### src/sv/assert_macros.svh
`ifndef ASSERT_MACROS_SVH
`define ASSERT_MACROS_SVH

// Checks a property on every clock edge outside reset.
`define MCPTD_ASSERT(lbl, prop, msg) \
  lbl: assert property (@(posedge clk) disable iff (rst) (prop)) else $error(msg);

// Checks that b holds in the cycle after a.
`define MCPTD_ASSERT_NEXT(lbl, a, b, msg) \
  lbl: assert property (@(posedge clk) disable iff (rst) (a) |=> (b)) else $error(msg);

`endif

### src/sv/mcptd_pkg.sv
package mcptd_pkg;

  localparam int MAX_ENTRIES = 16;
  localparam int IDX_W = (MAX_ENTRIES > 1) ? $clog2(MAX_ENTRIES) : 1;
  localparam int CNT_W = $clog2(MAX_ENTRIES + 1);
  localparam logic [15:0] PERIOD_CAP = 16'd3000;

  typedef enum logic [1:0] {
    OP_TICK = 2'd0,
    OP_ADD  = 2'd1,
    OP_DEL  = 2'd2,
    OP_SET  = 2'd3
  } op_t;

  typedef enum logic [1:0] {
    ST_FIRED    = 2'd0,
    ST_DONE     = 2'd1,
    ST_FULL     = 2'd2,
    ST_NOTFOUND = 2'd3
  } status_t;

  typedef enum logic [2:0] {
    CMD_HOLD = 3'd0,
    CMD_ROT  = 3'd1,
    CMD_ADD  = 3'd2,
    CMD_DEL  = 3'd3,
    CMD_SET  = 3'd4
  } cell_cmd_t;

  typedef struct packed {
    logic [15:0] owner;
    logic [15:0] period;
    logic        enabled;
    logic        pending;
  } entry_t;

  typedef struct packed {
    cell_cmd_t        cmd;
    logic [IDX_W-1:0] sel;
    logic [CNT_W-1:0] count;
    logic [15:0]      id;
    logic             act;
    entry_t           new_ent;
  } cell_ctl_t;

endpackage

### src/sv/mcptd_cell.sv
module mcptd_cell (
  input  logic                       clk,
  input  mcptd_pkg::cell_ctl_t       ctl,
  input  logic [mcptd_pkg::IDX_W-1:0] idx,
  input  mcptd_pkg::entry_t          next_in,
  output mcptd_pkg::entry_t          ent,
  output logic                       match
);
  import mcptd_pkg::*;

  logic [CNT_W-1:0] pos;

  assign pos = CNT_W'(idx);
  assign match = (ent.owner == ctl.id) && (pos < ctl.count);

  always_ff @(posedge clk) begin
    unique case (ctl.cmd)
      CMD_ROT: ent <= next_in;
      CMD_ADD: begin
        if (pos == ctl.count) ent <= ctl.new_ent;
      end
      CMD_DEL: begin
        if (idx >= ctl.sel) ent <= next_in;
      end
      CMD_SET: begin
        if (idx == ctl.sel) ent.enabled <= ctl.act;
      end
      default: ent <= ent;
    endcase
  end

endmodule

### src/sv/mcptd_mod.sv
module mcptd_mod (
  input  logic        clk,
  input  logic        rst,
  input  logic        start,
  input  logic [31:0] dividend,
  input  logic [15:0] divisor,
  output logic        done,
  output logic [15:0] rem
);
  import mcptd_pkg::*;

  logic [31:0] quo;
  logic [5:0]  cnt;
  logic [16:0] trial;

  assign trial = {rem, quo[31]};

  always_ff @(posedge clk) begin
    if (rst) begin
      cnt  <= '0;
      done <= 1'b0;
    end else begin
      done <= 1'b0;
      if (start) begin
        cnt <= 6'd32;
        quo <= dividend;
        rem <= '0;
      end else if (cnt != 6'd0) begin
        if (trial >= {1'b0, divisor}) begin
          rem <= 16'(trial - {1'b0, divisor});
        end else begin
          rem <= trial[15:0];
        end
        quo <= {quo[30:0], 1'b0};
        cnt <= cnt - 6'd1;
        if (cnt == 6'd1) done <= 1'b1;
      end
    end
  end

  `include "assert_macros.svh"
  `MCPTD_ASSERT(a_done_after_last_step, !done || $past(cnt) == 6'd1, "done without last step")
  `MCPTD_ASSERT_NEXT(a_start_loads, start, cnt == 6'd32, "start did not load counter")
  `MCPTD_ASSERT(a_rem_below_divisor, !done || rem < divisor, "remainder not reduced")

endmodule

### src/sv/multi_channel_periodic_tick_dispatcher_core.sv
// Channel  | Handshake            | Payload
// input    | in_valid / in_stall  | op, object_id, period, immediate, active
// output   | out_valid / out_stall| owner_id, status, last
// config   | cap_enable_we        | cap_enable_wdata
// Add, remove and set are accepted in idle; their result word is registered and presented on the output.
// A tick runs the 32-step serial modulo for each active channel with a nonzero
// period that is not pending.
// Reset clears the tick counter, the channel count and the control state.
// A stalled output holds the scan until the word is taken.
module multi_channel_periodic_tick_dispatcher_core (
  input  logic        clk,
  input  logic        rst,
  input  logic        cap_enable_we,
  input  logic        cap_enable_wdata,
  input  logic        in_valid,
  output logic        in_stall,
  input  logic [1:0]  op,
  input  logic [15:0] object_id,
  input  logic [15:0] period,
  input  logic        immediate,
  input  logic        active,
  output logic        out_valid,
  input  logic        out_stall,
  output logic [15:0] owner_id,
  output logic [1:0]  status,
  output logic        last
);
  import mcptd_pkg::*;

  typedef enum logic [3:0] {
    S_IDLE = 4'b0001,
    S_SCAN = 4'b0010,
    S_MOD  = 4'b0100,
    S_STEP = 4'b1000
  } state_t;

  state_t           state;
  logic             cap_enable;
  logic [31:0]      tick_counter;
  logic [CNT_W-1:0] count;
  logic [CNT_W-1:0] step;
  logic             fire_now;
  logic             have_held;
  logic [15:0]      held_id;

  entry_t           ents [MAX_ENTRIES];
  logic [MAX_ENTRIES-1:0] hits;
  entry_t           head;
  entry_t           ret_ent;
  cell_ctl_t        ctl;

  logic             found;
  logic [IDX_W-1:0] found_idx;
  logic             in_acc;
  logic             slot_free;
  logic             out_load;
  logic             live;
  logic             need_mod;
  logic             mod_start;
  logic             mod_done;
  logic [15:0]      mod_rem;
  logic [15:0]      per_eff;

  assign head = ents[0];
  assign in_stall = (state != S_IDLE) || out_valid;
  assign in_acc = in_valid && !in_stall;
  assign slot_free = !out_valid || !out_stall;
  assign out_load = slot_free && have_held &&
                    (((state == S_SCAN) && (step == CNT_W'(MAX_ENTRIES))) ||
                     ((state == S_STEP) && fire_now));
  assign live = (step < count) && head.enabled;
  assign need_mod = live && !head.pending && (head.period != 16'd0);
  assign mod_start = (state == S_SCAN) && (step != CNT_W'(MAX_ENTRIES)) && need_mod;
  assign per_eff = (cap_enable && (period > PERIOD_CAP)) ? PERIOD_CAP : period;

  always_comb begin
    ret_ent = head;
    ret_ent.pending = head.pending && !fire_now;
  end

  always_comb begin
    found = 1'b0;
    found_idx = '0;
    for (int i = MAX_ENTRIES - 1; i >= 0; i--) begin
      if (hits[i]) begin
        found = 1'b1;
        found_idx = IDX_W'(i);
      end
    end
  end

  always_comb begin
    ctl.cmd = CMD_HOLD;
    ctl.sel = found_idx;
    ctl.count = count;
    ctl.id = object_id;
    ctl.act = active;
    ctl.new_ent.owner = object_id;
    ctl.new_ent.period = per_eff;
    ctl.new_ent.enabled = 1'b1;
    ctl.new_ent.pending = immediate;
    if (in_acc) begin
      unique case (op_t'(op))
        OP_ADD: begin
          if (count != CNT_W'(MAX_ENTRIES)) ctl.cmd = CMD_ADD;
        end
        OP_DEL: begin
          if (found) ctl.cmd = CMD_DEL;
        end
        OP_SET: begin
          if (found) ctl.cmd = CMD_SET;
        end
        default: ctl.cmd = CMD_HOLD;
      endcase
    end else if (state == S_STEP && (!(fire_now && have_held) || slot_free)) begin
      ctl.cmd = CMD_ROT;
    end
  end

  for (genvar g = 0; g < MAX_ENTRIES; g++) begin : g_cell
    entry_t nxt;
    if (g == MAX_ENTRIES - 1) begin : g_tail
      assign nxt = ret_ent;
    end else begin : g_mid
      assign nxt = ents[g+1];
    end
    mcptd_cell u_cell (
      .clk     (clk),
      .ctl     (ctl),
      .idx     (IDX_W'(g)),
      .next_in (nxt),
      .ent     (ents[g]),
      .match   (hits[g])
    );
  end

  mcptd_mod u_mod (
    .clk      (clk),
    .rst      (rst),
    .start    (mod_start),
    .dividend (tick_counter),
    .divisor  (head.period),
    .done     (mod_done),
    .rem      (mod_rem)
  );

  always_ff @(posedge clk) begin
    if (rst) begin
      state        <= S_IDLE;
      cap_enable   <= 1'b0;
      tick_counter <= '0;
      count        <= '0;
      step         <= '0;
      have_held    <= 1'b0;
      out_valid    <= 1'b0;
      fire_now     <= 1'b0;
    end else begin
      if (cap_enable_we) cap_enable <= cap_enable_wdata;
      if (out_valid && !out_stall && !out_load) out_valid <= 1'b0;
      unique case (state)
        S_IDLE: begin
          if (in_acc) begin
            owner_id  <= object_id;
            last      <= 1'b1;
            unique case (op_t'(op))
              OP_TICK: begin
                tick_counter <= tick_counter + 32'd1;
                step         <= '0;
                have_held    <= 1'b0;
                state        <= S_SCAN;
              end
              OP_ADD: begin
                out_valid <= 1'b1;
                if (count == CNT_W'(MAX_ENTRIES)) begin
                  status <= ST_FULL;
                end else begin
                  status <= ST_DONE;
                  count  <= count + CNT_W'(1);
                end
              end
              OP_DEL: begin
                out_valid <= 1'b1;
                status    <= found ? ST_DONE : ST_NOTFOUND;
                if (found) count <= count - CNT_W'(1);
              end
              default: begin
                out_valid <= 1'b1;
                status    <= found ? ST_DONE : ST_NOTFOUND;
              end
            endcase
          end
        end
        S_SCAN: begin
          if (step == CNT_W'(MAX_ENTRIES)) begin
            if (!have_held) begin
              state <= S_IDLE;
            end else if (slot_free) begin
              out_valid <= 1'b1;
              owner_id  <= held_id;
              status    <= ST_FIRED;
              last      <= 1'b1;
              have_held <= 1'b0;
              state     <= S_IDLE;
            end
          end else if (need_mod) begin
            state <= S_MOD;
          end else begin
            fire_now <= live && head.pending;
            state    <= S_STEP;
          end
        end
        S_MOD: begin
          if (mod_done) begin
            fire_now <= (mod_rem == 16'd0);
            state    <= S_STEP;
          end
        end
        S_STEP: begin
          if (!(fire_now && have_held) || slot_free) begin
            if (fire_now) begin
              if (have_held) begin
                out_valid <= 1'b1;
                owner_id  <= held_id;
                status    <= ST_FIRED;
                last      <= 1'b0;
              end
              held_id   <= head.owner;
              have_held <= 1'b1;
            end
            step  <= step + CNT_W'(1);
            state <= S_SCAN;
          end
        end
        default: state <= S_IDLE;
      endcase
    end
  end

  `include "assert_macros.svh"
  `MCPTD_ASSERT(a_count_bound, count <= CNT_W'(MAX_ENTRIES), "channel count beyond table")
  `MCPTD_ASSERT(a_mod_done_in_mod, !mod_done || state == S_MOD, "modulo result outside wait")
  `MCPTD_ASSERT_NEXT(a_tick_scans, in_acc && op == OP_TICK, state == S_SCAN, "tick lost")

endmodule
### config.mk
export PLATFORM = sky130hd
export DESIGN_NAME = multi_channel_periodic_tick_dispatcher_core
export DESIGN_NICKNAME = d
export VERILOG_FILES = /design/src/sv/mcptd_pkg.sv /design/src/sv/mcptd_cell.sv /design/src/sv/mcptd_mod.sv /design/src/sv/multi_channel_periodic_tick_dispatcher_core.sv
export VERILOG_INCLUDE_DIRS = /design/src /design/src/sv
export SDC_FILE = /design/constraint.sdc
export NUM_CORES = 1
export LEC_CHECK = 0
export ABC_AREA = 1
export CELL_PAD_IN_SITES_DETAIL_PLACEMENT = 1
export CELL_PAD_IN_SITES_GLOBAL_PLACEMENT = 2
export CORE_MARGIN = 5
export CORE_UTILIZATION = 39
export CTS_BUF_LIST = sky130_fd_sc_hd__clkbuf_4 sky130_fd_sc_hd__clkbuf_8
export DETAILED_ROUTE_END_ITERATION = 7
export DONT_BUFFER_PORTS = 1
export GPL_ROUTABILITY_DRIVEN = 0
export PLACE_DENSITY_LB_ADDON = 0.1
export SLEW_MARGIN = 10
export SYNTH_ARGS = -nofsm -noshare
export SYNTH_HDL_FRONTEND = slang
export SYNTH_SLANG_ARGS = --single-unit
### constraint.sdc
create_clock -name clk -period 4.9 [get_ports clk]
set_clock_uncertainty 0.15 [all_clocks]
set_input_delay 0.735 -clock clk [delete_from_list [all_inputs] [get_ports clk]]
set_output_delay 0.735 -clock clk [all_outputs]
set_load 0.02 [all_outputs]
==> Yosys cells after proc, flatten, opt, wreduce, memory -nomap -nowiden <==
Index checks and enable logic that the tools add are counted.
{ "op_classes": {"n_addsub": 6, "magnitude_cmp": 35, "eq_ne": 126, "muxes": 207, "bitwise": 2, "reduce_logical": 101} }
{ "ops": {"columns": ["operator", "n"], "rows": [
  ["$pmux W32 S3", 16],
  ["$mux W34", 32],
  ["$eq A16 B16 Y1", 16],
  ["$mux W16", 10],
  ["$ne A2 B1 Y1 const B", 52],
  ["$mux W4", 24],
  ["$reduce_and A4 Y1", 19],
  ["$mux W32", 2],
  ["$pmux W1 S4", 16],
  ["$mux W1", 60],
  ["$pmux W1 S3", 19],
  ["$reduce_and A3 Y1", 17],
  ["$pmux W16 S3", 1],
  ["$eq A4 B5 Y1 const A", 8],
  ["$lt A4 B5 Y1 const A", 8],
  ["$logic_and A1 B1 Y1", 33],
  ["$add A32 B1 Y32 const B", 1],
  ["$eq A4 B4 Y1 const A", 8],
  ["$ge A4 B4 Y1 const A", 8],
  ["$mux W5", 5],
  ["$mux W2", 11],
  ["$eq A3 B5 Y1 const A", 4],
  ["$lt A3 B5 Y1 const A", 4],
  ["$ne A2 B2 Y1 const B", 10],
  ["other kinds (58)", 93]
]} }
{ "word_totals": {"regBits": 684, "in_bits": 42, "out_inout_bits": 21} }

==> Logic depth before layout (Yosys ltp) <==
Gate-level depths: netlist (run 1).
{ "depth": {"word_depth": 24, "ltp_mapped": 29} }

==> By module <==
From an unflattened synthesis (run 1), not the netlist that was laid out.
{ "hier_totals": {"hier_cells": 4960, "area_unflattened_um2": 40246.1} }
{ "modules_own_cells": {"columns": ["mod", "n_inst", "cells_per_inst", "area_each_um2", "seq_area_each_um2"], "rows": [
  ["mcptd_cell", 16, 239, 1985.7, 1021.0],
  ["multi_channel_periodic_tick_dispatcher_core", 1, 636, 4680.7, 2052.0],
  ["mcptd_mod", 1, 500, 3794.9, 1581.5]
]} }

==> Worst setup path after synthesis (run 1) <==
No wires, ideal clock.
{ "synth_timing": {"kind": "input-to-reg", "start": "in object_id[2]", "end": "reg g_cell[11].u_cell.ent[0] (netlist bit) (enable)", "setup_ns": 0.464, "arrival_ns": 4.670, "t_required_ns": 4.286, "setup_slack_ns": -0.384, "stages": 15, "path_cell_list": "buf_4 xor2_1 nor4_2 nand4_1 nand2_2 nor2_2 inv_1 nor2_2 nand2_4 nand2_4 nor2_4 inv_4 nand2_4 nor2_4 nor3_1"} }
{ "synth_via": {"elab_chain_len": 24, "word_cells_on_any_way": 76, "cone_classes": "order compare (1); eq/ne (21); mux (36); reduce/logical (18)"} }
{ "synth_lines": {"columns": ["element", "line", "rtl"], "rows": [
  ["from (decl)", "multi_channel_periodic_tick_dispatcher_core.sv:18", "input logic [15:0] object_id,"],
  ["$eq A16 B16 Y1", "mcptd_cell.sv:14", "assign match = (ent.owner == ctl.id) && (pos < ctl.count);"],
  ["$logic_and A1 B1 Y1", "mcptd_cell.sv:14", null],
  ["$mux W1 (16 in series)", "multi_channel_periodic_tick_dispatcher_core.sv:85", "if (hits[i]) begin"],
  ["$mux W2 / $mux W3 (equally long branches)", "multi_channel_periodic_tick_dispatcher_core.sv:108, multi_channel_periodic_tick_dispatcher_core.sv:111", null],
  ["$pmux W3 S3", "multi_channel_periodic_tick_dispatcher_core.sv:103", "unique case (op_t'(op))"],
  ["$mux W3", "multi_channel_periodic_tick_dispatcher_core.sv:102", "if (in_acc) begin"],
  ["$eq A3 B2 Y1 / $eq A3 B1 Y1 (equally long branches)", "mcptd_cell.sv:17", "unique case (ctl.cmd)"],
  ["$ne A2 B1 Y1 (no line) / $reduce_bool A3 Y1 (equally long branches)", null, null],
  ["$reduce_and A3 Y1 (no line) *", null, null],
  ["to (signal assigned)", "mcptd_cell.sv:18", "CMD_ROT: ent <= next_in;"],
  ["to (signal assigned)", "mcptd_cell.sv:20", "if (pos == ctl.count) ent <= ctl.new_ent;"],
  ["to (signal assigned)", "mcptd_cell.sv:23", "if (idx >= ctl.sel) ent <= next_in;"],
  ["to (decl)", "mcptd_cell.sv:6", "output mcptd_pkg::entry_t ent,"]
]} }
Mark *: on every way between the ends. The rest lies on a longest branch, timed or not.
A chain may end at the register's enable or synchronous reset.

==> Final worst setup path (run 1) <==
{ "layout_timing": {"start": "reg count[1]", "end": "reg g_cell[11].u_cell.ent[17] (netlist bit) (enable)"} }
{ "layout_via": {"elab_chain_len": 24, "word_cells_on_any_way": 79, "cone_classes": "order compare (17); eq/ne (7); mux (37); reduce/logical (18)"} }
{ "layout_lines": {"columns": ["element", "line", "rtl"], "rows": [
  ["from (decl)", "multi_channel_periodic_tick_dispatcher_core.sv:40", "logic [CNT_W-1:0] count;"],
  ["from (signal assigned)", "multi_channel_periodic_tick_dispatcher_core.sv:178", "count <= count + CNT_W'(1);"],
  ["from (signal assigned)", "multi_channel_periodic_tick_dispatcher_core.sv:184", "if (found) count <= count - CNT_W'(1);"],
  ["$lt A4 B5 Y1", "mcptd_cell.sv:14", null],
  ["$logic_and A1 B1 Y1", "mcptd_cell.sv:14", null],
  ["$mux W1 (16 in series)", "multi_channel_periodic_tick_dispatcher_core.sv:85", null],
  ["$mux W2 / $mux W3 (equally long branches)", "multi_channel_periodic_tick_dispatcher_core.sv:108, multi_channel_periodic_tick_dispatcher_core.sv:111", null],
  ["$pmux W3 S3", "multi_channel_periodic_tick_dispatcher_core.sv:103", null],
  ["$mux W3", "multi_channel_periodic_tick_dispatcher_core.sv:102", null],
  ["$eq A3 B2 Y1 / $eq A3 B1 Y1 (equally long branches)", "mcptd_cell.sv:17", null],
  ["$ne A2 B1 Y1 (no line) / $reduce_bool A3 Y1 (equally long branches)", null, null],
  ["$reduce_and A3 Y1 (no line) *", null, null]
]} }
Marks and branches as above.

==> impl_results.html, run 1 <==
<table>
<tr><th>Metric</th><th>Value</th></tr>
<tr><th colspan="2">CTS</th></tr>
<tr><td>Buffer type at the clock tree root</td><td>clkbuf_8</td></tr>
<tr><td># clock sinks</td><td>684</td></tr>
<tr><td>Clock latency on the worst-skew pair</td><td>0.76 ns</td></tr>
<tr><td>Number of instances resized during post-cts repair</td><td>0</td></tr>
<tr><td>H-tree Lvls</td><td>3</td></tr>
<tr><td>Clock-pin slew reported for the worst setup and hold paths after clock tree synthesis</td><td>0.06 ns</td></tr>
<tr><td>Number of buffers inserted for hold repair after clock tree synthesis</td><td>4</td></tr>
<tr><td>TritonCTS clock tree</td><td>done</td></tr>
<tr><td>Post CTS Setup Buffer Count</td><td>0</td></tr>
<tr><td>Number of buffers between clock root and the deepest sink</td><td>3</td></tr>
<tr><td>Number of buffers inserted during clock tree synthesis</td><td>120</td></tr>
<tr><th colspan="2">Yosys</th></tr>
<tr><td>Count of state elements after synthesis</td><td>684</td></tr>
<tr><td>Top area cells in the synthesized netlist</td><td>edfxtp_1, nand2_1, dfxtp_1</td></tr>
<tr><td>Most used flip-flop cell after synthesis</td><td>edfxtp_1</td></tr>
<tr><td>Xor/xnor cell area share of the yosys netlist</td><td>3.79%</td></tr>
<tr><td>Async set or reset register ratio after synthesis</td><td>0%</td></tr>
<tr><td>Number of instances in the synthesized netlist</td><td>3310</td></tr>
<tr><td>Cell with the most instances after synthesis</td><td>nand2_1</td></tr>
<tr><td>Mapped Nets</td><td>3384</td></tr>
<tr><td>Compound-cell area share of the yosys netlist</td><td>7.82%</td></tr>
<tr><td>Top cell type's share of synthesized area</td><td>57.8%</td></tr>
<tr><td>Largest area contributor in the netlist</td><td>edfxtp_1</td></tr>
<tr><td>Most frequent cells after synthesis</td><td>nand2_1, edfxtp_1, inv_1, o21ai_0, nor2_1</td></tr>
<tr><td>Share of synthesized area spent on multiplexers</td><td>0.0307%</td></tr>
<tr><td>Cell area after synthesis</td><td>32600 um2</td></tr>
<tr><td>Count of warnings emitted by yosys</td><td>0</td></tr>
<tr><td>Combinational family with the most area after synthesis</td><td>simple AND/OR/NAND/NOR gates</td></tr>
<tr><td>Count of different cell masters after synthesis</td><td>63</td></tr>
<tr><td>Number of synthesized flops with an enable pin</td><td>627</td></tr>
<tr><td>Mean area per synthesized cell</td><td>9.84 um2</td></tr>
<tr><td>Adder and majority cell fraction of the synthesized area</td><td>1.25%</td></tr>
<tr><td>Post-Synth Simple-Gate Area</td><td>19.9%</td></tr>
<tr><td>Seq/Total Area, Yosys</td><td>61.3%</td></tr>
<tr><th colspan="2">Worst setup path</th></tr>
<tr><td>Critical Path Source</td><td>count[1]$_SDFFE_PP0P_</td></tr>
<tr><td>Critical Path AT</td><td>5.06 ns</td></tr>
<tr><td>Startpoint of the lowest-slack register-to-register path</td><td>count[1]$_SDFFE_PP0P_</td></tr>
<tr><td>CP Capture Type</td><td>flop</td></tr>
<tr><td>Crit Path Class</td><td>reg2reg</td></tr>
<tr><td>Worst Setup Start Kind</td><td>flop</td></tr>
<tr><td>Worst-path maximum fanout</td><td>33</td></tr>
<tr><td>Depth of the worst register-to-register path</td><td>16</td></tr>
<tr><td>Critical Path RT</td><td>5.16 ns</td></tr>
<tr><th colspan="2">Timing</th></tr>
<tr><td>Slew at the pin with the worst max-slew slack</td><td>1.24 ns</td></tr>
<tr><td>Fmax</td><td>208 MHz</td></tr>
<tr><td>Final hold violation count</td><td>0</td></tr>
<tr><td>Setup TNS</td><td>0 ns</td></tr>
<tr><td>Number of pins with negative max-slew slack in the final report</td><td>0</td></tr>
<tr><td>RSZ-0062 raised after global routing</td><td>no</td></tr>
<tr><td>Worst-case hold slack</td><td>0.0813 ns</td></tr>
<tr><td>Final number of setup-violating endpoints</td><td>0</td></tr>
<tr><td>Min cycle time layout</td><td>4.80 ns</td></tr>
<tr><td>Worst slew margin</td><td>16.9%</td></tr>
<tr><td>PnR worst setup slack</td><td>0.102 ns</td></tr>
<tr><td>Tcrit/Tclk final</td><td>97.9%</td></tr>
<tr><th colspan="2">Final layout</th></tr>
<tr><td>Summed area of non-filler cells in the final layout</td><td>36100 um2</td></tr>
<tr><td>Post-layout nets</td><td>3405</td></tr>
<tr><td>Number of standard cells in the final layout excluding fillers</td><td>4511</td></tr>
<tr><td>Area added between synthesis and finish</td><td>10.7%</td></tr>
<tr><td>Filler Cells Inserted</td><td>9402</td></tr>
<tr><td>Ratio of cells with drive above 1 in the final layout</td><td>10.8%</td></tr>
<tr><td>Final Core Density</td><td>43.3%</td></tr>
<tr><th colspan="2">Power</th></tr>
<tr><td>Tot Pwr</td><td>14.1 mW</td></tr>
<tr><td>Part of the total power dissipated in the clock network</td><td>37.2%</td></tr>
<tr><td>Psw</td><td>3.88 mW</td></tr>
<tr><td>Lkg Pwr</td><td>15.1 nW</td></tr>
<tr><td>Power per standard cell area</td><td>392 nW/um2</td></tr>
<tr><td>Register share of total power</td><td>50.3%</td></tr>
<tr><td>Net switching share of the total power</td><td>27.5%</td></tr>
<tr><td>P_int</td><td>10.3 mW</td></tr>
<tr><td>Part of the power in combinational logic</td><td>12.5%</td></tr>
<tr><td>Worst VDD drop</td><td>0.213 mV</td></tr>
<tr><th colspan="2">Die</th></tr>
<tr><td>Core outline area</td><td>83300 um2</td></tr>
<tr><td>Number of core rows</td><td>106</td></tr>
<tr><td>IO Pins</td><td>63</td></tr>
<tr><td>Starting Density</td><td>39.1%</td></tr>
<tr><td>Die ar.</td><td>89400 um2</td></tr>
<tr><td>Chip Height</td><td>299 um</td></tr>
<tr><td>Horizontal extent of the die</td><td>299 um</td></tr>
<tr><th colspan="2">Outcome</th></tr>
<tr><td>Result of the run</td><td>completed</td></tr>
<tr><th colspan="2">Routing</th></tr>
<tr><td>Sum of routed wire length over all layers</td><td>112000 um</td></tr>
<tr><td>Vias per cell</td><td>5.48</td></tr>
<tr><td>Wirelength per Cell</td><td>24.9 um</td></tr>
<tr><td>First DRT Iteration DRCs</td><td>2163</td></tr>
<tr><td>Detailed-router iteration count before antenna repair</td><td>5</td></tr>
<tr><td>Vias</td><td>24700</td></tr>
<tr><td>Number of design rule violations left after detail routing</td><td>0</td></tr>
<tr><td>Number of routed nets with antenna violations</td><td>0</td></tr>
<tr><th colspan="2">Global routing</th></tr>
<tr><td>Pin count of the biggest net entering global routing</td><td>105</td></tr>
<tr><td>Remaining global-route overflow</td><td>0</td></tr>
<tr><td>Via count of the first global-routing pass</td><td>25100</td></tr>
<tr><td>Initial antenna violation count</td><td>4</td></tr>
<tr><td>Global-route total usage across every layer</td><td>24.5%</td></tr>
<tr><td>First-pass GRT wire length</td><td>166000 um</td></tr>
<tr><th colspan="2">Placement</th></tr>
<tr><td>Placed wire-length estimate</td><td>76800 um</td></tr>
<tr><td>Number of port buffers</td><td>0</td></tr>
<tr><td>Worst setup slack before clock tree synthesis</td><td>0.296 ns</td></tr>
<tr><td>Number of placed cells counting well taps</td><td>4285</td></tr>
<tr><td>Post-place instance area</td><td>33700 um2</td></tr>
<tr><th colspan="2">Job</th></tr>
<tr><td>Maximum Capacitance Violations</td><td>0</td></tr>
<tr><th colspan="2">Min path</th></tr>
<tr><td>Min-Delay Path Depth</td><td>2</td></tr>
<tr><td>Source of the worst hold timing path</td><td>out_stall</td></tr>
<tr><td>Worst min-delay path class</td><td>in2reg</td></tr>
</table>
-- logic make-up after synthesis --
logic type / after synthesis
adders and majority gates: 32
xor gates and xnor gates: 141
DFF: 684
buffers and inverters: 440
AOI/OAI and AO/OA: 458
muxes: 1
and+or+nand+nor: 1554
-- worst max-delay path, cell delays in order (launching register included) --
cell	delay, ns
dfxtp_1	0.39
nor2_1	0.49
nand2_1	0.42
o221ai_1	0.36
nor2_1	0.10
nand4_1	0.28
nand2_2	0.17
nor3_4	0.26
nand2_4	0.12
nand2_4	0.09
nor2_4	0.05
inv_4	0.13
nand2_4	0.11
nor2_4	0.49
buf_4	0.35
nor3_4	0.07
buf_4	0.36
-- flip-flops by register name, indices dropped and copies added (netlist names), 2 cells and up --
name and cells:
status 2, state 4, count 5, tick_counter 32, step 5, g_cell.u_cell.ent 544
u_mod.rem 16, u_mod.quo 32, held_id 16, owner_id 16, u_mod.cnt 6
-- final timing paths --
kind	end	slack, ns
max	g_cell[11].u_cell.ent[17]$_DFFE_PP_	0.10
min	out_valid$_SDFF_PP0_	0.08
max reg2reg	g_cell[11].u_cell.ent[17]$_DFFE_PP_	0.10
min reg2reg	g_cell[2].u_cell.ent[6]$_DFFE_PP_	0.34
-- per-layer routing --
metal | vias to the layer above | part of all wire, % | track usage [%] | wire, um
met5 | - | 0 | 0 | 0
met4 | 0 | 3.0 | 7.99 | 3330
met3 | 183 | 6.4 | 4.09 | 7170
met2 | 847 | 45 | 38.5 | 50900
met1 | 12500 | 45 | 35.0 | 51000
li1 | 11200 | - | - | -
-- power by group through the flow --
stage	logic (mW)	registers (mW)	clock network (mW)
2_1_floorplan	1.29	7.15	0
3_3_place_gp	1.69	7.22	0
3_5_place_dp	1.76	7.23	0
4_1_cts	1.78	7.12	5.40
5_1_grt	1.98	7.14	5.68
6_report	1.76	7.11	5.27
-- placed cells by master, fill, tap and decap left out, types with 8 or more instances in the layout --
cell type / netlist / routed
o21ai_1: 18 / 18
nor2_1: 150 / 135
edfxtp_1: 627 / 627
ha_1: 31 / 31
xnor2_1: 52 / 52
nand3_1: 58 / 58
nor2_4: 4 / 18
nor4_1: 30 / 30
nand2_2: 22 / 22
o21ai_0: 221 / 221
o21a_1: 8 / 8
nand2_1: 1167 / 1167
buf_4: 18 / 53
xor2_1: 89 / 89
nand4_1: 35 / 35
inv_1: 246 / 243
dfxtp_1: 57 / 57
nor3_1: 46 / 44
clkbuf_4: 0 / 52
clkinv_1: 1 / 30
inv_2: 24 / 25
a21oi_1: 94 / 93
o22ai_1: 82 / 82
nor2_2: 13 / 14
clkbuf_8: 0 / 127
-- cell type report --
cell class                      count  area, um2  share of cell area (%)
Antenna cell                        5       12.5                  0.0347
Clock buffer                      179       2140                    5.93
Clock inverter                     38        198                   0.548
Inverter                          278       1070                    2.96
Multi-Input combinational cell   2186      10800                    30.0
Sequential cell                   684      20000                    55.4
Tap cell                         1080       1350                    3.75
Timing Repair Buffer               61        528                    1.46
(Power assumes the default switching activity.)
==> run 2, diff against run 1 <==
- CORE_UTILIZATION: 39 -> 25
- PLACE_DENSITY: not set -> 0.56
- PLACE_DENSITY_LB_ADDON: 0.1 -> not set
==> run 2 against run 1 <==
Combinational power about the same; core utilization shrank 14 points; final area up 4.3%; sequential cell count stayed put; clock power increased by 12%; via count down 2.7%; first-iteration DRC count is 15% lower; routed wire length up 8.0%; non-clock buffer count rose by 46; setup slack better by 0.43 ns.
==> impl_results.html, run 2 (synthesis gave the netlist of run 1 again) <==
<table>
<tr><th>Metric</th><th>Value</th></tr>
<tr><th colspan="2">Outcome</th></tr>
<tr><td>Result of the run</td><td>completed</td></tr>
<tr><th colspan="2">CTS</th></tr>
<tr><td>Clock-pin slew reported for the worst setup and hold paths after clock tree synthesis</td><td>0.06 ns (about the same)</td></tr>
<tr><td>TritonCTS clock tree</td><td>done</td></tr>
<tr><td>Number of buffers inserted during clock tree synthesis</td><td>136 (+13%)</td></tr>
<tr><td>Clock latency on the worst-skew pair</td><td>0.84 ns (+0.08 ns)</td></tr>
<tr><td>Number of buffers between clock root and the deepest sink</td><td>3 (unchanged)</td></tr>
<tr><td>Number of instances resized during post-cts repair</td><td>0 (unchanged)</td></tr>
<tr><td># clock sinks</td><td>684 (unchanged)</td></tr>
<tr><td>H-tree Lvls</td><td>4 (+1)</td></tr>
<tr><td>Post CTS Setup Buffer Count</td><td>0 (unchanged)</td></tr>
<tr><td>Buffer type at the clock tree root</td><td>clkbuf_8</td></tr>
<tr><th colspan="2">Timing</th></tr>
<tr><td>Min cycle time layout</td><td>4.37 ns (-0.430 ns)</td></tr>
<tr><td>Final number of setup-violating endpoints</td><td>0 (unchanged)</td></tr>
<tr><td>Number of pins with negative max-slew slack in the final report</td><td>0 (unchanged)</td></tr>
<tr><td>Slew at the pin with the worst max-slew slack</td><td>1.18 ns (-0.0619 ns)</td></tr>
<tr><td>Worst slew margin</td><td>21.0% (+4.1 points)</td></tr>
<tr><td>Fmax</td><td>229 MHz (+9.8%)</td></tr>
<tr><td>RSZ-0062 raised after global routing</td><td>no</td></tr>
<tr><td>Tcrit/Tclk final</td><td>89.1% (-8.8 points)</td></tr>
<tr><td>Setup TNS</td><td>0 ns (unchanged)</td></tr>
<tr><td>Final hold violation count</td><td>0 (unchanged)</td></tr>
<tr><th colspan="2">Global routing</th></tr>
<tr><td>First-pass GRT wire length</td><td>177000 um (+6.4%)</td></tr>
<tr><td>Via count of the first global-routing pass</td><td>25000 (-0.47%)</td></tr>
<tr><td>Global-route total usage across every layer</td><td>17.6% (-7.0 points)</td></tr>
<tr><td>Met3 Usage GRT</td><td>4.54% (+0.45 points)</td></tr>
<tr><td>Remaining global-route overflow</td><td>0 (unchanged)</td></tr>
<tr><td>Layer with the highest usage</td><td>met2</td></tr>
<tr><td>Global routing usage on met1</td><td>24.3% (-11 points)</td></tr>
<tr><td>Global-route met2 utilization</td><td>27.2% (-11 points)</td></tr>
<tr><td>Pin count of the biggest net entering global routing</td><td>94 (-10%)</td></tr>
<tr><td>Initial antenna violation count</td><td>9 (+5)</td></tr>
<tr><th colspan="2">Final layout</th></tr>
<tr><td>Summed area of non-filler cells in the final layout</td><td>37600 um2 (+4.3%)</td></tr>
<tr><td>Max reg flops</td><td>544 (unchanged)</td></tr>
<tr><td>Reg with most FFs</td><td>g_cell.u_cell.ent</td></tr>
<tr><td>Filler Cells Inserted</td><td>14800 (+58%)</td></tr>
<tr><td>Top library cells by usage in the layout, fill and taps aside</td><td>nand2_1, edfxtp_1, inv_1</td></tr>
<tr><td>Area added between synthesis and finish</td><td>15.5%</td></tr>
<tr><td>Largest registers in the final layout</td><td>g_cell.u_cell.ent: 544 flops, tick_counter: 32 flops, u_mod.quo: 32 flops</td></tr>
<tr><td>Post-layout nets</td><td>3467 (+1.8%)</td></tr>
<tr><td>Ratio of cells with drive above 1 in the final layout</td><td>12.6% (+1.8 points)</td></tr>
<tr><td>Commonest non-fill, non-tap cell in the layout</td><td>nand2_1</td></tr>
<tr><th colspan="2">Worst setup path</th></tr>
<tr><td>Delay of the slowest cell on the worst path</td><td>0.54 ns (+0.05 ns)</td></tr>
<tr><td>CP Capture Type</td><td>flop</td></tr>
<tr><td>Critical Path RT</td><td>5.24 ns (+0.08 ns)</td></tr>
<tr><td>Library cell contributing the largest single delay on the critical path</td><td>nor2_4</td></tr>
<tr><td>Worst Setup Start Kind</td><td>flop</td></tr>
<tr><td>Critical Path AT</td><td>4.71 ns (-0.35 ns)</td></tr>
<tr><td>Crit Path Class</td><td>reg2reg</td></tr>
<tr><td>Top cell by count, worst path</td><td>nand2_1</td></tr>
<tr><td>Worst-path maximum fanout</td><td>18 (-45%)</td></tr>
<tr><th colspan="2">Placement</th></tr>
<tr><td>Placed wire-length estimate</td><td>81900 um (+6.7%)</td></tr>
<tr><td>Number of port buffers</td><td>0 (unchanged)</td></tr>
<tr><td>Post-place instance area</td><td>34800 um2 (+3.5%)</td></tr>
<tr><th colspan="2">Power</th></tr>
<tr><td>Power per standard cell area</td><td>393 nW/um2 (+0.21%)</td></tr>
<tr><td>Worst VDD drop</td><td>0.148 mV (-31%)</td></tr>
<tr><td>Lkg Pwr</td><td>15.5 nW (+2.7%)</td></tr>
<tr><th colspan="2">Routing</th></tr>
<tr><td>Vias per cell</td><td>4.59 (-16%)</td></tr>
<tr><td>Number of design rule violations left after detail routing</td><td>0 (unchanged)</td></tr>
<tr><td>Detailed-router iteration count before antenna repair</td><td>5 (unchanged)</td></tr>
<tr><td>First DRT Iteration DRCs</td><td>1841 (-15%)</td></tr>
<tr><td>Wirelength per Cell</td><td>23.2 um (-7.1%)</td></tr>
<tr><td>Sum of routed wire length over all layers</td><td>121000 um (+8.0%)</td></tr>
<tr><td>Vias</td><td>24000 (-2.7%)</td></tr>
<tr><td>Number of routed nets with antenna violations</td><td>0 (unchanged)</td></tr>
<tr><th colspan="2">Job</th></tr>
<tr><td>Maximum Capacitance Violations</td><td>0 (unchanged)</td></tr>
<tr><th colspan="2">Die</th></tr>
<tr><td>Core outline area</td><td>129000 um2 (+55%)</td></tr>
<tr><td>Starting Density</td><td>25.2% (-14 points)</td></tr>
<tr><td>Horizontal extent of the die</td><td>371 um (+24%)</td></tr>
<tr><td>IO Pins</td><td>63 (unchanged)</td></tr>
<tr><td>Number of core rows</td><td>132 (+25%)</td></tr>
<tr><td>Chip Height</td><td>371 um (+24%)</td></tr>
<tr><td>Die ar.</td><td>138000 um2 (+54%)</td></tr>
<tr><th colspan="2">Min path</th></tr>
<tr><td>Worst min-delay path class</td><td>in2reg</td></tr>
</table>
## run 2: changes by cell type in the layout (fill, tap and decap cells not counted), sizes merged, moves of 3 or more
cell         delta
clkinvlp        +3
dlygate4sd3     +5
buf            +41
clkbuf         +24
diode           -3
## run 2: path summary, 6_finish.rpt
check        slack [ns]                      start  depth (start not counted)                                  end
max                0.53      count[1]$_SDFFE_PP0P_                         25  g_cell[14].u_cell.ent[20]$_DFFE_PP_
min reg2reg        0.34  u_mod.cnt[0]$_SDFFE_PP0P_                          2            u_mod.cnt[0]$_SDFFE_PP0P_
min                0.14               object_id[7]                          3   g_cell[2].u_cell.ent[25]$_DFFE_PP_
max reg2reg        0.53      count[1]$_SDFFE_PP0P_                         25  g_cell[14].u_cell.ent[20]$_DFFE_PP_
## run 2: metrics by stage
stage,setup WS (ns),hold slack [ns],util [%],instances,power [mW]
after global placement,0.323,0.326,26.9,4988,9.01
after floorplan,0.0386,0.300,-,3310,8.45
after detailed placement,0.274,0.330,26.9,4988,9.02
final,0.532,0.141,29.1,5244,14.8
after CTS,0.561,0.0201,29.1,5242,15.1
after global routing,0.294,0.0770,29.1,5243,15.6
## run 2: where the power goes
group          switching [mW]  internal (mW)  total [mW]
Clock                    2.65           3.25        5.90
Combinational            1.16          0.602        1.77
Sequential              0.225           6.90        7.12
Total                    4.04           10.7        14.8
## run 2: area by class of cell
type	count	area (um2)	share of cell area, %
diodes	2	5.00	0.0133
clock buffers	203	2420	6.43
clock inverters	42	249	0.662
inverters	278	1070	2.84
multi-input cells	2186	10800	28.7
flip-flops and latches	684	20000	53.1
well taps	1742	2180	5.79
repair buffers	107	923	2.45
## run 2: what timing repair did
| action | in CTS | in global routing |
|---|---|---|
| endpoints found under the hold margin | 33 | 0 |
| hold buffers | 9 | 0 |
| endpoints found under the setup margin | 0 | 0 |
## run 2: critical path, delay by kind of cell (launching register included)
family	cells	cell delay [ns]
flip-flops	1	0.49
buffers and inverters	3	0.77
AND/OR/NAND/NOR	21	2.33
AO/OA/AOI/OAI	1	0.23
## run 2: layer usage
layer / part of all wire [%] / wire [um]
met1: 47 / 57400
met2: 44 / 53900
met3: 5.9 / 7120
met4: 2.4 / 2920
met5: 0 / 0
==> run 3, diff against run 2 <==
- CELL_PAD_IN_SITES_DETAIL_PLACEMENT: 1 -> not set
- CELL_PAD_IN_SITES_GLOBAL_PLACEMENT: 2 -> not set
- GPL_TIMING_DRIVEN: not set -> 0
- PLACE_DENSITY: 0.56 -> 0.4
- clock period: 4.9 -> 4.67 ns (I/O delays scaled with it)
==> run 3 against run 2 <==
Combinational power rose by 17%; fmax shrank 4.5%; setup slack got worse by 0.44 ns.
==> impl_results.html, run 3 (synthesis gave the netlist of run 1 again) <==
<table>
<tr><th>Metric</th><th>Value</th></tr>
<tr><th colspan="2">Timing</th></tr>
<tr><td>Fmax</td><td>219 MHz (-4.5%)</td></tr>
<tr><td>Worst slew margin</td><td>12.0% (-9.0 points)</td></tr>
<tr><td>Worst-case hold slack</td><td>0.105 ns (-0.0361 ns)</td></tr>
<tr><td>Final number of setup-violating endpoints</td><td>0 (unchanged)</td></tr>
<tr><td>Tcrit/Tclk final</td><td>97.9% (+8.8 points)</td></tr>
<tr><td>Setup TNS</td><td>0 ns (unchanged)</td></tr>
<tr><td>Min cycle time layout</td><td>4.57 ns (+0.206 ns)</td></tr>
<tr><td>Final hold violation count</td><td>0 (unchanged)</td></tr>
<tr><td>RSZ-0062 raised after global routing</td><td>no</td></tr>
<tr><td>Slew at the pin with the worst max-slew slack</td><td>1.32 ns (+0.138 ns)</td></tr>
<tr><td>Number of pins with negative max-slew slack in the final report</td><td>0 (unchanged)</td></tr>
<tr><th colspan="2">Final layout</th></tr>
<tr><td>Commonest non-fill, non-tap cell in the layout</td><td>nand2_1</td></tr>
<tr><td>Combined area of the multi-input logic cells</td><td>10800 um2 (about the same)</td></tr>
<tr><td>Max reg flops</td><td>544 (unchanged)</td></tr>
<tr><td>Area added between synthesis and finish</td><td>17.5%</td></tr>
<tr><td>Filler Cells Inserted</td><td>13700 (-7.9%)</td></tr>
<tr><td>Reg with most FFs</td><td>g_cell.u_cell.ent</td></tr>
<tr><td>Largest registers in the final layout</td><td>g_cell.u_cell.ent: 544 flops, tick_counter: 32 flops, u_mod.quo: 32 flops</td></tr>
<tr><td>Top library cells by usage in the layout, fill and taps aside</td><td>nand2_1, edfxtp_1, inv_1</td></tr>
<tr><td>Number of standard cells in the final layout excluding fillers</td><td>5344 (+1.9%)</td></tr>
<tr><td>Summed area of non-filler cells in the final layout</td><td>38300 um2 (+1.7%)</td></tr>
<tr><td>Post-layout nets</td><td>3564 (+2.8%)</td></tr>
<tr><td>Area occupied by registers</td><td>20000 um2 (about the same)</td></tr>
<tr><td>Ratio of cells with drive above 1 in the final layout</td><td>12.0% (-0.58 points)</td></tr>
<tr><th colspan="2">Power</th></tr>
<tr><td>Net switching share of the total power</td><td>28.1% (+0.81 points)</td></tr>
<tr><td>Lkg Pwr</td><td>15.7 nW (+1.2%)</td></tr>
<tr><td>Power per standard cell area</td><td>405 nW/um2 (+3.2%)</td></tr>
<tr><td>Part of the power in combinational logic</td><td>13.4% (+1.5 points)</td></tr>
<tr><td>Worst VDD drop</td><td>0.277 mV (+87%)</td></tr>
<tr><td>Register share of total power</td><td>48.0% (-0.2 points)</td></tr>
<tr><td>Part of the total power dissipated in the clock network</td><td>38.7% (-1.2 points)</td></tr>
<tr><td>Tot Pwr</td><td>15.5 mW (+5.0%)</td></tr>
<tr><td>P_int</td><td>11.2 mW (+3.8%)</td></tr>
<tr><td>Psw</td><td>4.36 mW (+8.1%)</td></tr>
<tr><th colspan="2">Routing</th></tr>
<tr><td>Vias</td><td>24600 (+2.2%)</td></tr>
<tr><td>Number of design rule violations left after detail routing</td><td>0 (unchanged)</td></tr>
<tr><td>Detailed-router iteration count before antenna repair</td><td>8 (+3)</td></tr>
<tr><td>Number of routed nets with antenna violations</td><td>0 (unchanged)</td></tr>
<tr><td>Vias per cell</td><td>4.60 (+0.28%)</td></tr>
<tr><td>Wirelength per Cell</td><td>22.3 um (-3.8%)</td></tr>
<tr><td>Sum of routed wire length over all layers</td><td>119000 um (-1.9%)</td></tr>
<tr><td>First DRT Iteration DRCs</td><td>2426 (+32%)</td></tr>
<tr><th colspan="2">CTS</th></tr>
<tr><td>Buffer type at the clock tree root</td><td>clkbuf_8</td></tr>
<tr><td>TritonCTS clock tree</td><td>done</td></tr>
<tr><td>Number of buffers inserted during clock tree synthesis</td><td>131 (-3.7%)</td></tr>
<tr><td>Clock-pin slew reported for the worst setup and hold paths after clock tree synthesis</td><td>0.06 ns (about the same)</td></tr>
<tr><td>H-tree Lvls</td><td>4 (unchanged)</td></tr>
<tr><td>Number of buffers between clock root and the deepest sink</td><td>3 (unchanged)</td></tr>
<tr><td># clock sinks</td><td>684 (unchanged)</td></tr>
<tr><td>Clock latency on the worst-skew pair</td><td>0.84 ns (about the same)</td></tr>
<tr><th colspan="2">Placement</th></tr>
<tr><td>Placed wire-length estimate</td><td>84500 um (+3.1%)</td></tr>
<tr><td>Number of placed cells counting well taps</td><td>5074 (+1.7%)</td></tr>
<tr><td>Post-place instance area</td><td>35300 um2 (+1.4%)</td></tr>
<tr><td>Number of port buffers</td><td>0 (unchanged)</td></tr>
<tr><th colspan="2">Worst setup path</th></tr>
<tr><td>CP Capture Type</td><td>flop</td></tr>
<tr><td>Top cell by count, worst path</td><td>nor2_2</td></tr>
<tr><td>Cells along the critical path</td><td>nor2_2 &gt; nand3_1 &gt; o2111ai_1 &gt; nor2_1 &gt; nand3_1 &gt; nand2_1 &gt; nor2_2 &gt; inv_2 &gt; nor3_4 &gt; nand2_4 &gt; nand2_4 &gt; nor2_4 &gt; inv_4 &gt; nor2_2 &gt; a21oi_1 &gt; inv_1 &gt; nor2_4 &gt; buf_16</td></tr>
<tr><td>Critical Path RT</td><td>5.05 ns (-0.19 ns)</td></tr>
<tr><td>Critical Path AT</td><td>4.95 ns (+0.24 ns)</td></tr>
<tr><td>Worst Setup Start Kind</td><td>flop</td></tr>
<tr><td>Worst-path maximum fanout</td><td>17 (-1)</td></tr>
<tr><td>Crit Path Class</td><td>reg2reg</td></tr>
<tr><td>Library cell contributing the largest single delay on the critical path</td><td>nor2_4</td></tr>
<tr><td>Delay of the slowest cell on the worst path</td><td>0.51 ns (-0.03 ns)</td></tr>
<tr><th colspan="2">Die</th></tr>
<tr><td>Chip Height</td><td>371 um (unchanged)</td></tr>
<tr><td>Die ar.</td><td>138000 um2 (unchanged)</td></tr>
<tr><td>IO Pins</td><td>63 (unchanged)</td></tr>
<tr><td>Starting Density</td><td>25.2% (unchanged)</td></tr>
<tr><td>Number of core rows</td><td>132 (unchanged)</td></tr>
<tr><td>Core outline area</td><td>129000 um2 (unchanged)</td></tr>
<tr><td>Horizontal extent of the die</td><td>371 um (unchanged)</td></tr>
<tr><th colspan="2">Global routing</th></tr>
<tr><td>First-pass GRT wire length</td><td>170000 um (-4.1%)</td></tr>
<tr><td>Via count of the first global-routing pass</td><td>23700 (-5.2%)</td></tr>
<tr><td>Global-route total usage across every layer</td><td>17.1% (-0.50 points)</td></tr>
<tr><td>Pin count of the biggest net entering global routing</td><td>33 (-65%)</td></tr>
<tr><td>Initial antenna violation count</td><td>8 (-1)</td></tr>
<tr><td>Remaining global-route overflow</td><td>0 (unchanged)</td></tr>
<tr><th colspan="2">Job</th></tr>
<tr><td>Maximum Capacitance Violations</td><td>0 (unchanged)</td></tr>
<tr><th colspan="2">Outcome</th></tr>
<tr><td>Result of the run</td><td>completed</td></tr>
<tr><th colspan="2">Min path</th></tr>
<tr><td>Worst min-delay path class</td><td>in2reg</td></tr>
</table>
[run 3: cell count changes in the layout (fill, tap and decap cells not counted), sizes merged]
cell      before  now
clkinv        34   41
clkbuf       203  295
inv          281  284
clkinvlp       3    2
buf           99   93
bufinv         2    1
diode          2    8
[run 3: final timing paths]
kind	slack (ns)	end	from	cells after the start
max	0.1	g_cell[3].u_cell.ent[14]$_DFFE_PP_	count[1]$_SDFFE_PP0P_	18
min	0.11	g_cell[7].u_cell.ent[0]$_DFFE_PP_	immediate	2
max reg2reg	0.1	g_cell[3].u_cell.ent[14]$_DFFE_PP_	count[1]$_SDFFE_PP0P_	18
min reg2reg	0.33	u_mod.cnt[0]$_SDFFE_PP0P_	u_mod.cnt[0]$_SDFFE_PP0P_	2
[run 3: layout make-up]
cell class              count  area share, %
inverters                 278           2.77
clock buffers             187           5.92
repair buffers             47           2.00
plain buffers             162           2.31
multi-input cells        2186           28.3
diodes                      8         0.0523
clock inverters            50          0.817
well taps                1742           5.69
flip-flops and latches    684           52.2
[run 3: routing by layer]
layer  global-route usage (%)  wire length (um)  up-vias
met5                        0                13        -
met4                     5.89              3650        2
met3                     3.89              9080      193
met2                     26.6             53000      891
met1                     23.4             53300    11900
li1                         -                 -    11600
[run 3: worst max-delay path: cells and delay by family (launching register included)]
family / cells / cell delay (ns)
buffers and inverters: 4 / 0.58
AO/OA/AOI/OAI: 2 / 0.38
flip-flops: 1 / 0.38
AND/OR/NAND/NOR: 12 / 2.74
[run 3: stage by stage]
step           utilization (%)  setup WS (ns)
2_1_floorplan                -          0.234
3_3_place_gp              26.9          -2.68
5_1_grt                   29.5         0.0319
6_report                  29.6         0.0964
3_5_place_dp              27.3         -0.561
4_1_cts                   29.4         0.0264
[run 3: power groups by stage]
| stage | sequential [mW] | clock, mW | combinational (mW) |
|---|---|---|---|
| after CTS | 7.44 | 6.17 | 2.08 |
| final | 7.44 | 6.00 | 2.07 |
| after global placement | 7.60 | 0 | 1.95 |
| after detailed placement | 7.56 | 0 | 2.05 |
| after floorplan | 7.50 | 0 | 1.36 |
| after global routing | 7.48 | 6.45 | 2.31 |
[run 3: timing repair]
action,CTS,global route
gates resized for setup,11,1
buffers inserted,5,12
hold endpoints to repair,9,0
setup endpoints to repair,578,237
pin swaps,2,4
hold buffers,8,0
